File: src/sv/argon2_block_compression_macros.svh
// assertion helpers for the block compression design
`ifndef ARGON2_BLOCK_COMPRESSION_MACROS_SVH
`define ARGON2_BLOCK_COMPRESSION_MACROS_SVH

// property must hold on every clock edge outside reset
`define A2_ASSERT(lbl, prop, msg) \
  lbl: assert property (@(posedge clk) disable iff (!rst_n) (prop)) else $error(msg);

// antecedent implies consequent in the next cycle
`define A2_ASSERT_NEXT(lbl, ante, cons, msg) \
  lbl: assert property (@(posedge clk) disable iff (!rst_n) (ante) |=> (cons)) else $error(msg);

`endif

File: src/sv/a2bc_pkg.sv
`default_nettype none
package a2bc_pkg;
  localparam int unsigned WORDS = 128;
  localparam int unsigned PAIRS = 64;
  localparam int unsigned WORD_W = 64;
  localparam int unsigned ADDR_W = 7;
  localparam int unsigned PAIR_W = 6;
  localparam int unsigned QUEUE_DEPTH = 4;

  // one loaded pair, already folded as x xor y
  typedef struct packed {
    logic [PAIR_W-1:0] idx;
    logic [WORD_W-1:0] w_even;
    logic [WORD_W-1:0] w_odd;
  } pair_t;

  function automatic logic [WORD_W-1:0] rotr(input logic [WORD_W-1:0] v,
                                             input logic [5:0] n);
    rotr = (v >> n) | (v << (7'd64 - {1'b0, n}));
  endfunction

  // word index of operand k (0..3 for a,b,c,d) of mix m (0..7) in group g,
  // for the column pass (row = 0) or the row pass (row = 1)
  function automatic logic [ADDR_W-1:0] mix_addr(input logic row, input logic [2:0] g,
                                                 input logic [2:0] m, input logic [1:0] k);
    logic [3:0] p;
    logic [1:0] lane;
    logic [2:0] pos8;
    lane = m[2] ? (m[1:0] + k) : m[1:0];
    p = {k, lane};
    if (!row) begin
      mix_addr = {g, p};
    end else begin
      pos8 = p[3:1];
      mix_addr = {pos8, g, p[0]};
    end
  endfunction
endpackage
`default_nettype wire

File: src/sv/a2bc_front.sv
`default_nettype none
// accepts load items, folds x xor y and tags each with its pair index
module a2bc_front #(
  parameter int unsigned DEPTH = a2bc_pkg::QUEUE_DEPTH
) (
  input  wire logic                         clk,
  input  wire logic                         rst_n,
  input  wire logic                         in_tvalid,
  output      logic                         in_tready,
  input  wire logic [4*a2bc_pkg::WORD_W-1:0] in_tdata,
  output      logic                         q_valid,
  input  wire logic                         q_ready,
  output      a2bc_pkg::pair_t              q_data
);
  localparam int unsigned PW = (DEPTH > 1) ? $clog2(DEPTH) : 1;
  a2bc_pkg::pair_t mem_r [DEPTH];
  logic [PW-1:0] wp_r, rp_r;
  logic [PW:0] cnt_r;
  logic [a2bc_pkg::PAIR_W-1:0] idx_r;
  logic push, pop;

  assign in_tready = (cnt_r != DEPTH[PW:0]);
  assign push = in_tvalid && in_tready;
  assign q_valid = (cnt_r != '0);
  assign pop = q_valid && q_ready;
  assign q_data = mem_r[rp_r];

  always_ff @(posedge clk) begin
    if (push) begin
      mem_r[wp_r].idx <= idx_r;
      mem_r[wp_r].w_even <= in_tdata[63:0] ^ in_tdata[191:128];
      mem_r[wp_r].w_odd <= in_tdata[127:64] ^ in_tdata[255:192];
    end
    if (!rst_n) begin
      wp_r <= '0;
      rp_r <= '0;
      cnt_r <= '0;
      idx_r <= '0;
    end else begin
      if (push) begin
        wp_r <= (wp_r == PW'(DEPTH - 1)) ? '0 : wp_r + 1'b1;
        idx_r <= idx_r + 1'b1;
      end
      if (pop) rp_r <= (rp_r == PW'(DEPTH - 1)) ? '0 : rp_r + 1'b1;
      cnt_r <= cnt_r + {{PW{1'b0}}, push} - {{PW{1'b0}}, pop};
    end
  end
endmodule
`default_nettype wire

File: config.mk
export PLATFORM = sky130hd
export DESIGN_NAME = a2bc_front
export DESIGN_NICKNAME = d
export VERILOG_FILES = /design/src/sv/argon2_block_compression_macros.svh /design/src/sv/a2bc_pkg.sv /design/src/sv/a2bc_front.sv
export SDC_FILE = /design/constraint.sdc
export NUM_CORES = 1
export LEC_CHECK = 0
export BUFFER_PORTS_ARGS = -buffer_cell sky130_fd_sc_hd__buf_2
export CORE_MARGIN = 4
export CORE_UTILIZATION = 30
export CTS_CLUSTER_SIZE = 16
export DETAILED_ROUTE_END_ITERATION = 7
export GPL_TIMING_DRIVEN = 0
export SETUP_SLACK_MARGIN = 0.3
export SYNTH_ARGS = -nofsm -noshare
export SYNTH_HDL_FRONTEND = slang
export SYNTH_SLANG_ARGS = --single-unit
File: constraint.sdc
create_clock -name clk -period 6.1 [get_ports clk]
set_input_delay 1.22 -clock clk [delete_from_list [all_inputs] [get_ports clk]]
set_output_delay 1.22 -clock clk [all_outputs]
set_load 0.1 [all_outputs]
Word-level counts from Yosys, hierarchy flattened
Memories as Yosys holds them, arrays and structs flattened. A register that Yosys moved wholly into a read port is not among the register bits. Cells that the tools add are included. Widths: inputs -> output; s select.

$add $sub $neg: 5. Eq/ne operators: 3. Multiplexer cells: 6. Bitwise operators: 2. Reductions and logical operators: 3.

Operator list (count): $xor 64x64->64 (2); $mux 2 (4); $add 6x1->6 const B (1); $add 2x1->2 const B (2); $eq 2x2->1 const B (2); $add 3x1->3 (1); $ne 3x3->1 const B (1); $reduce_bool 3->1 (1); $sub 3x1->3 (1); $logic_and 1x1->1 (2); $mux 1 (2).

Bits in registers: 13. RAM bits: 536. Input port bits: 260. Output and inout port bits: 136. Memories: 1.

Memory list: mem_r (depth 4, bits a word 134, read ports 1, clocked after Yosys merged registers in 1, write ports 1, RTL line a2bc_front.sv:16) `a2bc_pkg::pair_t mem_r [DEPTH];`.

Longest topological paths before layout
Depth after elaboration: 4. Depth in mapped cells: 12.

Worst setup path after synthesis
Ideal clock, no wire load.

Kind: input to register. Start point: in in_tvalid. End point: mem mem_r[3][0] (netlist bit) (enable). Arrival: 4.477 ns. Data required time: 5.590 ns. Setup slack: 1.113 ns. Stages on the path: 2. Cells stage by stage: buf_4 -> and3_1.

Word-level cells in the longest chain between the ends: 3.

Ends and longest elaborated chain: start, declared (RTL line a2bc_front.sv:8) `input wire logic in_tvalid,`; $logic_and 1x1->1 (RTL line a2bc_front.sv:23) `assign push = in_tvalid && in_tready;`; $mux 1 (RTL line a2bc_front.sv:29) `if (push) begin`; $mux 1 (implied by the code) (RTL line a2bc_front.sv:32) `mem_r[wp_r].w_odd <= in_tdata[127:64] ^ in_tdata[255:192];`; end, declared (RTL line a2bc_front.sv:16).

No other way between the ends.

==> results.yml <==
clock_network:
  htree_num_levels: 2
  cts_root_buffer: "clkbuf_16"
  post-cts-setup-buffers: 0
  cts_tree: "yes"
  cts_resized: 0
  clock_latency_ns: 0.60
  cts_buffer_depth: 3
  clock-sinks: 551
  numCtsBuffers: 59
  clk_pin_slew_ns: 0.06
  postCtsHoldBufs: 0
placed_design:
  finalWeightedCongestion: 0.674
  hpwl_mm: 29.7
  placed_cells: 2253
  port_buffers: 394
run_status:
  outcome: "complete, no violations"
floorplan:
  start_util: 0.302
  die-height_um: 274
  rows: 97
  ioPinCount: 396
  die_area_um2: 74900
  core_um2: 70000
  fp.dieW_um: 274
sta:
  tns_ns: 0
  rsz0062_at_grt: "false"
  drv_slew: 0
  setup_violations: 0
  worstMarginPinSlew_ns: 0.794
  clock.fmax_mhz: 242
  min_period_ns: 4.13
  slew_headroom: 0.469
  fin_crit_sh: 0.677
  finalHoldViolations: 0
  final.setup_skew_ns: 0.0109
  hold_ws_ns: 0.512
critical_path:
  cp.required_ns: 4.88
  critical_path_class: "reg -> out"
  worstPathCellList: "buf_2, buf_2, buf_2, mux4_2, buf_2"
  critPathMaxStageDelay_ns: 0.46
  crit_path_frequent_cell: "buf_2"
  worstSetupStartpointType: "register"
  crit_slowest_cell: "buf_2"
  cp_max_fo: 10
  cp-end-kind: "output pin"
  arrival_ns: 2.91
global_route:
  grt-ovfl-total: 0
  antenna_found_initial: 1
  grt_pass1_vias: 11300
  grt_start_max_net_pins: 53
  track_usage: 0.117
  grt_pass1_wl_mm: 66.7
detailed_routing:
  drcViolationCount: 0
  wire_per_inst_um: 19.2
  via_per_inst: 4.44
  drt_pass1_iterations: 6
  drtIter0Drc: 448
  routed_wl_mm: 45.3
  num_vias: 10500
  postRouteAntennaNets: 0
cells_and_area:
  layout-drive-gt1-share: 0.458
  areaGrowthSynthToFinish_pct: 24.9
  layout.nets: 1643
  diodes: 0
  final_cells: 2362
logic_synthesis:
  syn_inst: 911
  syn_area_um2: 21200
  seq_area_frac_synth: 0.774
  yosysWarningCount: 0
  syn-num-nets: 1180
  synth_area_per_cell_um2: 23.2
  synth_cell_types: 27
  ys_ff_latch: 551
worst_hold_path:
  hold_path.class: "reg -> reg"
job:
  max_cap_violations: 0
pwr:
  leakage_nw: 9.21
  vdd_drop_max_uv: 425
  p_per_area_nw_per_um2: 504
stage by stage:
stage          worst slack [ns]  total power [W]   util  instance area [um2]
2_1_floorplan              1.11          0.00908      -                21200
3_3_place_gp              -1.87           0.0101  0.347                24300
3_5_place_dp               2.44           0.0101  0.351                24600
4_1_cts                    1.76           0.0136  0.378                26500
5_1_grt                    1.73           0.0139  0.378                26500
6_report                   1.97           0.0133  0.378                26500
registers in the layout, indices dropped and copies added, names as in the netlist, named ones only:
signal and flops:
mem_r 536, idx_r 6, cnt_r 3, rp_r 2, wp_r 2
routing by layer:
layer	vias up	wire length, um	global-route usage
met4	0	1140	0.0346
li1	4687	-	-
met2	285	23300	0.205
met5	-	0	0
met1	5445	17900	0.144
met3	79	3010	0.0303
synthesized netlist by cell type:
| cell type | count | share of area |
|---|---|---|
| a21oi_1 | 8 | 0.0019 |
| and2_1 | 2 | 0.00059 |
| and3_1 | 4 | 0.0012 |
| buf_2 | 16 | 0.0038 |
| buf_4 | 1 | 0.00035 |
| buf_6 | 8 | 0.0043 |
| clkbuf_1 | 8 | 0.0014 |
| dfxtp_1 | 15 | 0.014 |
| edfxtp_1 | 536 | 0.76 |
| fa_1 | 1 | 0.00095 |
| ha_1 | 8 | 0.0047 |
| inv_1 | 7 | 0.0012 |
| inv_2 | 1 | 0.00018 |
| mux2i_1 | 2 | 0.00095 |
| mux4_2 | 134 | 0.14 |
| nand2_1 | 6 | 0.0011 |
| nand2b_1 | 1 | 0.00030 |
| nand3_1 | 3 | 0.00071 |
| nand4_1 | 1 | 0.00030 |
| nor2_1 | 3 | 0.00053 |
| nor3_1 | 1 | 0.00024 |
| nor3b_2 | 1 | 0.00059 |
| o21ai_0 | 4 | 0.00095 |
| o31ai_1 | 4 | 0.0014 |
| or3_1 | 3 | 0.00089 |
| or4_1 | 4 | 0.0014 |
| xor2_1 | 129 | 0.053 |
logic make-up (layout without fill, tap and decap cells):
group / after synthesis / after routing / share of synthesized area
fa+ha+maj: 9 / 9 / 0.00567
compound gates: 16 / 16 / 0.00425
buf+inv: 41 / 552 / 0.0112
simple gates: 29 / 29 / 0.00780
flops: 551 / 551 / 0.774
mux: 136 / 136 / 0.143
xor+xnor: 129 / 129 / 0.0534
report_power, final:
part | switching, W | internal, W
Sequential | 0.0000890 | 0.00466
Clock | 0.00142 | 0.00204
Combinational | 0.00407 | 0.00107
placed cells by master, fill, tap and decap left out, types with 2 or more instances in the layout:
cell type and instances:
a21oi_1 8, and2_1 2, and3_4 4, buf_16 8
buf_2 410, buf_6 8, bufinv_16 6, clkbuf_1 22
clkbuf_16 59, clkinv_1 11, clkinv_2 9, clkinvlp_4 2
dfxtp_1 15, edfxtp_1 536, ha_1 8, inv_1 7
inv_6 5, inv_8 2, mux2i_1 2, mux4_2 134
nand2_1 6, nand3_1 3, nor2_1 3, o21ai_0 4
o31ai_1 4, or3_1 3, or4_1 4, xor2_1 129
worst paths after layout:
| check | start | to | depth (start not counted) | slack [ns] |
|---|---|---|---|---|
| worst min register to register | rp_r[0] | register | 2 | 0.51 |
| worst min-delay path | rp_r[0] | register | 2 | 0.51 |
| worst max-delay path | register | q_data[90] | 5 | 1.97 |
| worst max register to register | cnt_r[1] | cnt_r[2] | 12 | 3.59 |
cell type report:
class	instances	area (um2)
fill	6400	43600
sequential	551	16400
multi-input combinational	319	4560
timing repair buffer	402	2190
clock buffer	73	1530
tap	940	1180
clock inverter	36	357
buffer	33	208
inverter	8	30.0
worst max-delay path: cells and delay by family, from the launching register on:
kind | cells | cell delay [ns]
muxes | 1 | 0.39
DFF | 1 | 0.30
buffers and inverters | 4 | 1.61
No activity file was read; power rests on OpenSTA's default activity.
